--- config.mk ---
export PLATFORM = sky130hd
export DESIGN_NAME = per_source_rate_watchlist_top
export DESIGN_NICKNAME = d
export VERILOG_FILES = /design/src/hw/rtl/psrw_pkg.sv /design/src/hw/rtl/per_source_rate_watchlist_top.sv /design/src/hw/rtl/psrw_ctrl.sv /design/src/hw/rtl/psrw_datapath.sv
export SDC_FILE = /design/constraint.sdc
export NUM_CORES = 2
export LEC_CHECK = 0
export ABC_AREA = 1
export BUFFER_PORTS_ARGS = -buffer_cell sky130_fd_sc_hd__buf_2
export CAP_MARGIN = 25
export CORE_MARGIN = 2
export CORE_UTILIZATION = 40
export CTS_CLUSTER_DIAMETER = 60
export DETAILED_ROUTE_END_ITERATION = 10
export GPL_TIMING_DRIVEN = 0
export HOLD_SLACK_MARGIN = 0.15
export PLACE_DENSITY = 0.54
export SLEW_MARGIN = 20
export SYNTH_ARGS = -nofsm -noshare
export SYNTH_HDL_FRONTEND = slang
export SYNTH_SLANG_ARGS = --single-unit
export TNS_END_PERCENT = 50
--- constraint.sdc ---
create_clock -name clock -period 11.1 [get_ports clock]
set_input_delay 1.665 -clock clock [delete_from_list [all_inputs] [get_ports clock]]
set_output_delay 1.665 -clock clock [all_outputs]
set_load 0.05 [all_outputs]
--- src/hw/rtl/psrw_pkg.sv ---
package psrw_pkg;

   localparam int TABLE_ENTRIES = 16;
   localparam int IDX_W = (TABLE_ENTRIES > 1) ? $clog2(TABLE_ENTRIES) : 1;
   localparam int TOTAL_W = $clog2(TABLE_ENTRIES + 1);

   localparam int MAC_W = 48;
   localparam int TICK_W = 32;
   localparam int COUNT_W = 16;
   localparam int STATUS_W = 2;
   localparam int FLAGGED_TOTAL_W = 5;
   localparam int TOTAL_EXT_W = (TOTAL_W > FLAGGED_TOTAL_W) ? TOTAL_W : FLAGGED_TOTAL_W;

   localparam int CSR_INDEX_W = 1;
   localparam int CSR_DATA_W = 32;

   localparam logic [COUNT_W-1:0] COUNT_MAX = '1;
   localparam logic [TOTAL_EXT_W-1:0] TOTAL_MAX = TOTAL_EXT_W'(31);

   localparam logic [TICK_W-1:0] WINDOW_LENGTH_RESET = TICK_W'(1000);
   localparam logic [COUNT_W-1:0] FLAG_THRESHOLD_RESET = COUNT_W'(100);

   localparam logic ACTION_OBSERVE = 1'b0;
   localparam logic ACTION_CHECK = 1'b1;

   localparam logic [CSR_INDEX_W-1:0] REG_WINDOW_LENGTH = CSR_INDEX_W'(0);
   localparam logic [CSR_INDEX_W-1:0] REG_FLAG_THRESHOLD = CSR_INDEX_W'(1);

   typedef enum logic [STATUS_W-1:0] {
      STATUS_MATCHED = 2'd0,
      STATUS_CREATED = 2'd1,
      STATUS_FULL = 2'd2,
      STATUS_NOT_FOUND = 2'd3
   } status_type;

   typedef struct packed {
      logic load_req;
      logic latch_match;
      logic commit;
   } ctrl_cmd_type;

   typedef struct packed {
      logic out_free;
   } dp_status_type;

endpackage

--- src/hw/rtl/per_source_rate_watchlist_top.sv ---
// Per-source frame rate watchlist. A table of 16 source MAC addresses is held in
// flip-flops, each entry with a window start time, a saturating frame count and a flag.
// An observe transaction (action 0) counts a frame for its MAC, creating an entry in
// the lowest free slot on a miss, and a check transaction (action 1) only looks up.
// A request passes through registered steps before its result reaches the output
// register: the request is captured when it is accepted, the parallel compare of the
// address against all entries is registered, and then, once the output register is
// free, the selected entry is read, updated and written back together with the result.
// A new request is taken in the cycle after the previous result has moved into the
// output register, so no new request is taken while one is in flight. The number
// of flagged entries is kept as a running total rather than counted across the table.
// Configuration writes are accepted every cycle and must be issued while idle.
module per_source_rate_watchlist_top (
   input  logic clock,
   input  logic reset,
   input  logic req_valid,
   output logic req_stall,
   input  logic req_action,
   input  logic [psrw_pkg::MAC_W-1:0] req_mac_address,
   input  logic [psrw_pkg::TICK_W-1:0] req_now_ticks,
   output logic rsp_valid,
   input  logic rsp_stall,
   output logic rsp_flagged,
   output logic [psrw_pkg::STATUS_W-1:0] rsp_status,
   output logic [psrw_pkg::FLAGGED_TOTAL_W-1:0] rsp_flagged_total,
   input  logic csr_valid,
   output logic csr_ready,
   input  logic [psrw_pkg::CSR_INDEX_W-1:0] csr_index,
   input  logic [psrw_pkg::CSR_DATA_W-1:0] csr_data
);

   psrw_pkg::ctrl_cmd_type ctrl_cmd;
   psrw_pkg::dp_status_type dp_status;

   assign csr_ready = 1'b1;

   psrw_ctrl u_ctrl (
      .clock(clock),
      .reset(reset),
      .req_valid(req_valid),
      .req_stall(req_stall),
      .dp_status(dp_status),
      .ctrl_cmd(ctrl_cmd)
   );

   psrw_datapath u_datapath (
      .clock(clock),
      .reset(reset),
      .ctrl_cmd(ctrl_cmd),
      .dp_status(dp_status),
      .req_action(req_action),
      .req_mac_address(req_mac_address),
      .req_now_ticks(req_now_ticks),
      .csr_write(csr_valid && csr_ready),
      .csr_index(csr_index),
      .csr_data(csr_data),
      .rsp_valid(rsp_valid),
      .rsp_stall(rsp_stall),
      .rsp_flagged(rsp_flagged),
      .rsp_status(rsp_status),
      .rsp_flagged_total(rsp_flagged_total)
   );

endmodule

--- src/hw/rtl/psrw_ctrl.sv ---
module psrw_ctrl (
   input  logic clock,
   input  logic reset,
   input  logic req_valid,
   output logic req_stall,
   input  psrw_pkg::dp_status_type dp_status,
   output psrw_pkg::ctrl_cmd_type ctrl_cmd
);

   typedef enum logic [2:0] {
      ST_IDLE = 3'b001,
      ST_MATCH = 3'b010,
      ST_UPDATE = 3'b100
   } state_type;

   state_type state_ff;
   state_type state_in;

   always_comb begin
      state_in = state_ff;
      ctrl_cmd = '0;
      req_stall = 1'b1;
      unique case (state_ff)
         ST_IDLE: begin
            req_stall = 1'b0;
            if (req_valid) begin
               ctrl_cmd.load_req = 1'b1;
               state_in = ST_MATCH;
            end
         end
         ST_MATCH: begin
            ctrl_cmd.latch_match = 1'b1;
            state_in = ST_UPDATE;
         end
         ST_UPDATE: begin
            if (dp_status.out_free) begin
               ctrl_cmd.commit = 1'b1;
               state_in = ST_IDLE;
            end
         end
         default: begin
            state_in = ST_IDLE;
         end
      endcase
   end

   always_ff @(posedge clock) begin
      if (reset) begin
         state_ff <= ST_IDLE;
      end else begin
         state_ff <= state_in;
      end
   end

endmodule

--- src/hw/rtl/psrw_datapath.sv ---
module psrw_datapath (
   input  logic clock,
   input  logic reset,
   input  psrw_pkg::ctrl_cmd_type ctrl_cmd,
   output psrw_pkg::dp_status_type dp_status,
   input  logic req_action,
   input  logic [psrw_pkg::MAC_W-1:0] req_mac_address,
   input  logic [psrw_pkg::TICK_W-1:0] req_now_ticks,
   input  logic csr_write,
   input  logic [psrw_pkg::CSR_INDEX_W-1:0] csr_index,
   input  logic [psrw_pkg::CSR_DATA_W-1:0] csr_data,
   output logic rsp_valid,
   input  logic rsp_stall,
   output logic rsp_flagged,
   output logic [psrw_pkg::STATUS_W-1:0] rsp_status,
   output logic [psrw_pkg::FLAGGED_TOTAL_W-1:0] rsp_flagged_total
);

   localparam int N = psrw_pkg::TABLE_ENTRIES;

   logic [psrw_pkg::TICK_W-1:0] window_length_ff;
   logic [psrw_pkg::COUNT_W-1:0] flag_threshold_ff;

   logic [psrw_pkg::MAC_W-1:0] entry_mac_ff [N];
   logic [psrw_pkg::TICK_W-1:0] entry_start_ff [N];
   logic [psrw_pkg::COUNT_W-1:0] entry_count_ff [N];
   logic [N-1:0] entry_flagged_ff;
   logic [N-1:0] entry_valid_ff;
   logic [psrw_pkg::TOTAL_W-1:0] total_ff;

   logic action_ff;
   logic [psrw_pkg::MAC_W-1:0] mac_ff;
   logic [psrw_pkg::TICK_W-1:0] now_ff;

   logic hit_ff;
   logic free_ff;
   logic [psrw_pkg::IDX_W-1:0] sel_idx_ff;

   logic hit_c;
   logic free_c;
   logic [psrw_pkg::IDX_W-1:0] hit_idx_c;
   logic [psrw_pkg::IDX_W-1:0] free_idx_c;

   logic rsp_valid_ff;
   logic rsp_flagged_ff;
   psrw_pkg::status_type rsp_status_ff;
   logic [psrw_pkg::FLAGGED_TOTAL_W-1:0] rsp_total_ff;

   logic [psrw_pkg::TICK_W-1:0] old_start;
   logic [psrw_pkg::COUNT_W-1:0] old_count;
   logic old_flag;
   logic [psrw_pkg::TICK_W-1:0] elapsed;
   logic restart;
   logic do_write;
   logic [psrw_pkg::COUNT_W-1:0] count_base;
   logic [psrw_pkg::COUNT_W-1:0] count_in;
   logic [psrw_pkg::TICK_W-1:0] start_in;
   logic flag_in;
   logic result_flag;
   psrw_pkg::status_type result_status;
   logic [psrw_pkg::TOTAL_W-1:0] total_in;
   logic [psrw_pkg::TOTAL_EXT_W-1:0] total_ext;

   assign dp_status.out_free = !rsp_valid_ff || !rsp_stall;

   always_ff @(posedge clock) begin
      if (reset) begin
         window_length_ff <= psrw_pkg::WINDOW_LENGTH_RESET;
         flag_threshold_ff <= psrw_pkg::FLAG_THRESHOLD_RESET;
      end else if (csr_write) begin
         unique case (csr_index)
            psrw_pkg::REG_WINDOW_LENGTH: begin
               window_length_ff <= csr_data[psrw_pkg::TICK_W-1:0];
            end
            psrw_pkg::REG_FLAG_THRESHOLD: begin
               flag_threshold_ff <= csr_data[psrw_pkg::COUNT_W-1:0];
            end
            default: begin
            end
         endcase
      end
   end

   always_ff @(posedge clock) begin
      if (ctrl_cmd.load_req) begin
         action_ff <= req_action;
         mac_ff <= req_mac_address;
         now_ff <= req_now_ticks;
      end
   end

   // The lowest matching or free slot wins; at most one slot can match.
   always_comb begin
      hit_c = 1'b0;
      free_c = 1'b0;
      hit_idx_c = '0;
      free_idx_c = '0;
      for (int i = N - 1; i >= 0; i--) begin
         if (entry_valid_ff[i] && (entry_mac_ff[i] == mac_ff)) begin
            hit_c = 1'b1;
            hit_idx_c = psrw_pkg::IDX_W'(i);
         end
         if (!entry_valid_ff[i]) begin
            free_c = 1'b1;
            free_idx_c = psrw_pkg::IDX_W'(i);
         end
      end
   end

   always_ff @(posedge clock) begin
      if (ctrl_cmd.latch_match) begin
         hit_ff <= hit_c;
         free_ff <= free_c;
         sel_idx_ff <= hit_c ? hit_idx_c : free_idx_c;
      end
   end

   always_comb begin
      old_start = entry_start_ff[sel_idx_ff];
      old_count = entry_count_ff[sel_idx_ff];
      old_flag = entry_flagged_ff[sel_idx_ff];
      elapsed = now_ff - old_start;
      restart = !hit_ff || (elapsed > window_length_ff);
      do_write = (action_ff == psrw_pkg::ACTION_OBSERVE) && (hit_ff || free_ff);
      count_base = restart ? '0 : old_count;
      count_in = (count_base == psrw_pkg::COUNT_MAX) ? count_base
                                                     : count_base + psrw_pkg::COUNT_W'(1);
      start_in = restart ? now_ff : old_start;
      flag_in = (count_in >= flag_threshold_ff) || (!restart && old_flag);

      if (action_ff == psrw_pkg::ACTION_CHECK) begin
         result_flag = hit_ff && old_flag;
         result_status = hit_ff ? psrw_pkg::STATUS_MATCHED : psrw_pkg::STATUS_NOT_FOUND;
      end else begin
         result_flag = do_write && flag_in;
         if (hit_ff) begin
            result_status = psrw_pkg::STATUS_MATCHED;
         end else if (free_ff) begin
            result_status = psrw_pkg::STATUS_CREATED;
         end else begin
            result_status = psrw_pkg::STATUS_FULL;
         end
      end

      total_in = total_ff;
      if (do_write) begin
         total_in = total_ff - psrw_pkg::TOTAL_W'(hit_ff && old_flag)
                    + psrw_pkg::TOTAL_W'(flag_in);
      end
      total_ext = psrw_pkg::TOTAL_EXT_W'(total_in);
   end

   always_ff @(posedge clock) begin
      if (reset) begin
         entry_valid_ff <= '0;
         entry_flagged_ff <= '0;
         total_ff <= '0;
      end else if (ctrl_cmd.commit && do_write) begin
         entry_valid_ff[sel_idx_ff] <= 1'b1;
         entry_flagged_ff[sel_idx_ff] <= flag_in;
         total_ff <= total_in;
      end
   end

   always_ff @(posedge clock) begin
      if (ctrl_cmd.commit && do_write) begin
         entry_mac_ff[sel_idx_ff] <= mac_ff;
         entry_start_ff[sel_idx_ff] <= start_in;
         entry_count_ff[sel_idx_ff] <= count_in;
      end
   end

   always_ff @(posedge clock) begin
      if (reset) begin
         rsp_valid_ff <= 1'b0;
      end else if (ctrl_cmd.commit) begin
         rsp_valid_ff <= 1'b1;
      end else if (!rsp_stall) begin
         rsp_valid_ff <= 1'b0;
      end
   end

   always_ff @(posedge clock) begin
      if (ctrl_cmd.commit) begin
         rsp_flagged_ff <= result_flag;
         rsp_status_ff <= result_status;
         rsp_total_ff <= (total_ext > psrw_pkg::TOTAL_MAX)
                         ? psrw_pkg::FLAGGED_TOTAL_W'(psrw_pkg::TOTAL_MAX)
                         : psrw_pkg::FLAGGED_TOTAL_W'(total_ext);
      end
   end

   assign rsp_valid = rsp_valid_ff;
   assign rsp_flagged = rsp_flagged_ff;
   assign rsp_status = rsp_status_ff;
   assign rsp_flagged_total = rsp_total_ff;

endmodule
==> impl_metrics.json <==
{
  "min_period_ns": 10.51,
  "syn2layout_area_growth_pct": 19.3,
  "clk_pin_slew_worst_paths_ns": 0.06,
  "hold_path.class": "register to register",
  "hold_buffers": 0,
  "cts_max_path_buffers": 3,
  "p_per_area_nw_per_um2": 179,
  "leakage_nw": 30.6,
  "drt-pass1-iter-count": 7,
  "num_rows": 157,
  "antenna_found_initial": 20,
  "synth_edf_count": 1631,
  "cp-end-kind": "register",
  "die_h_um": 433,
  "max_slew_margin_pct": 15.6,
  "clock-sinks": 1724,
  "cp-start-kind": "register",
  "grtUsageTotal_pct": 29.3,
  "drv_slew": 0,
  "drv_cap": 0,
  "h-tree-depth": 4,
  "cts_buffers": 186,
  "syn_nets": 6201,
  "most-common-layout-cells": "edfxtp_1 (1631), nand2_1 (825), nor2_1 (637)",
  "cts_tree": "done",
  "path_max_fanout": 17,
  "clock_skew_ns": 0.0327,
  "period_share_pct": 94.7,
  "nFillCells": 16200,
  "dieWidth_um": 433,
  "grt_pass1_vias": 49900,
  "grt_max_degree": 29,
  "grt_pass1_wl_um": 384000,
  "crit_type": "register to register",
  "wl_per_cell_um": 30.7,
  "synth_seq_area_share_pct": 69.2,
  "max_freq_mhz": 95.2,
  "cp_common_cell": "nand2_1",
  "grt_overflow": 0,
  "ir_drop_mv": 0.179,
  "hold_violations": 0,
  "drc": 0,
  "final_common_cell": "edfxtp_1",
  "cp_data_required_time_ns": 11.83,
  "status": "finished, final reports clean",
  "coreArea_um2": 183000,
  "drive_gt1_share_pct": 15.4,
  "worst_hold_slack_ns": 0.466,
  "drt-initial-drc-count": 8196,
  "setup_violations": 0,
  "vias_per_cell": 5.91,
  "ys_ff_latch": 1724,
  "yosysWarnings": 0,
  "clk_latency_ns": 0.86,
  "synthArstFlopShare_pct": 0,
  "die_area_um2": 187000,
  "worstPathArrival_ns": 11.24,
  "worst_pin_slew_ns": 1.27,
  "yosysUniqueCellTypes": 72,
  "cp_slowest_stage_delay_ns": 0.77,
  "place_hpwl_um": 198000,
  "place.gp.congestion": 0.945,
  "fin_util_pct": 48.0,
  "syn_area_per_cell_um2": 12.3,
  "wl_um": 278000,
  "initial_core_util_pct": 40.2,
  "cp_slowest_cell": "clkdlybuf4s15_1",
  "ioPinCount": 130,
  "io_buffers": 128,
  "ant_nets": 0,
  "yosys_most_used_dff": "edfxtp_1",
  "synth_area_um2": 73400,
  "cts-root-buf": "clkbuf_16",
  "vias": 53600,
  "netlist_instances": 5994,
  "final_nets": 6723
}
-- cell usage after synthesis (4+ instances only) --
library cell | number | area (um^2)
buf_2 | 92 | 460
nand3_2 | 5 | 50.1
nand4_1 | 47 | 294
nand2_2 | 5 | 31.3
o2111ai_1 | 12 | 105
o211ai_1 | 55 | 413
nor3_1 | 24 | 120
a31oi_1 | 11 | 68.8
nor4b_1 | 5 | 43.8
xnor2_1 | 110 | 963
o221ai_1 | 103 | 902
a22o_1 | 40 | 350
inv_1 | 349 | 1310
inv_2 | 41 | 154
nor2_2 | 5 | 31.3
a21oi_1 | 161 | 806
buf_6 | 22 | 248
a221oi_1 | 77 | 674
nor2_4 | 7 | 78.8
ha_1 | 86 | 1080
or2_2 | 54 | 338
o21ai_0 | 639 | 3200
edfxtp_1 | 1631 | 49000
a221oi_2 | 4 | 60.1
nand2_1 | 837 | 3140
nor2_1 | 656 | 2460
clkbuf_1 | 131 | 492
o21ai_1 | 32 | 160
o21bai_1 | 5 | 37.5
nand3_1 | 124 | 621
buf_1 | 16 | 60.1
nor4_1 | 44 | 275
o22ai_1 | 202 | 1260
a211oi_1 | 31 | 233
buf_4 | 33 | 248
a32o_1 | 9 | 90.1
xor2_1 | 138 | 1210
dfxtp_1 | 93 | 1860
or2_1 | 6 | 37.5
-- sequential cells by signal (all words and copies together), names as in the netlist, 16 cells and up, named ones only --
signal                        cells
u_datapath.flag_threshold_ff     16
u_datapath.window_length_ff      32
u_datapath.entry_flagged_ff      16
u_datapath.entry_valid_ff        16
u_datapath.entry_start_ff       512
u_datapath.mac_ff                48
u_datapath.entry_mac_ff         768
u_datapath.now_ff                32
u_datapath.entry_count_ff       256
-- what timing repair did --
item,CTS,global route
pin swaps,2,13
setup buffers,2,10
resized for setup,69,122
endpoints found under the setup margin,27,11
-- final timing paths --
kind,start,to,cells after the start,slack [ns]
setup reg to reg,register,u_datapath.total_ff[4],54,0.59
hold / removal,u_datapath.flag_threshold_ff[10],u_datapath.flag_threshold_ff[10],2,0.47
setup / recovery,register,u_datapath.total_ff[4],54,0.59
hold reg to reg,u_datapath.flag_threshold_ff[10],u_datapath.flag_threshold_ff[10],2,0.47
-- stage by stage --
stage               TNS (ns)  worst slack, ns  total power [mW]  instance area (um^2)  std cells
global route         -0.0106          -0.0106              16.1                 87600       9057
floorplan                  0             1.78              8.60                 73400       5994
CTS                        0          0.00420              15.6                 87300       9044
finish                     0            0.593              15.7                 87600       9064
global placement    -1493.46            -3.24              9.44                 77100       8507
detailed placement    -24.67            -2.11              9.60                 81300       8705
-- layer usage --
layer	part of all wire (%)	global-route usage (%)	up-vias
met5	0.012	0	-
met4	4.1	11.0	6
met3	12	7.24	510
met2	43	43.5	3235
met1	41	41.6	26900
li1	-	-	23000
-- worst max-delay path: cells and delay by family, from the launching register on --
kind,cells,cell delay (ns)
flops,1,0.42
fa+ha+maj,7,2.01
buf+inv,10,2.05
xor+xnor,2,0.44
simple gates,25,3.50
compound gates,10,1.92
-- cells by family after synthesis --
family | Yosys count | share of synthesized area (%)
flops | 1724 | 69.2
compound gates | 1407 | 11.7
simple gates | 1835 | 10.5
fa+ha+maj | 88 | 1.52
buf+inv | 691 | 4.11
other cells | 1 | 0.00511
xor+xnor | 248 | 2.96
-- where the power goes --
part / switching [mW] / total, mW / leakage [nW] / internal, mW
clock network: 2.67 / 6.06 / 2.87 / 3.39
logic: 1.51 / 2.08 / 12.3 / 0.573
registers: 0.0753 / 7.51 / 15.5 / 7.44
total: 4.26 / 15.7 / 30.6 / 11.4
-- area by class of cell --
type	instances	area, um^2	area share, %
clock inverter	110	917	1.05
inverter	395	1490	1.70
timing repair buffer	342	4730	5.39
tap	2385	2980	3.40
antenna	8	20.0	0.0228
buffer	288	1680	1.91
multi-input combinational	3579	20100	22.9
sequential	1724	50800	58.0
clock buffer	233	4920	5.62
(Power assumes the default switching activity.)
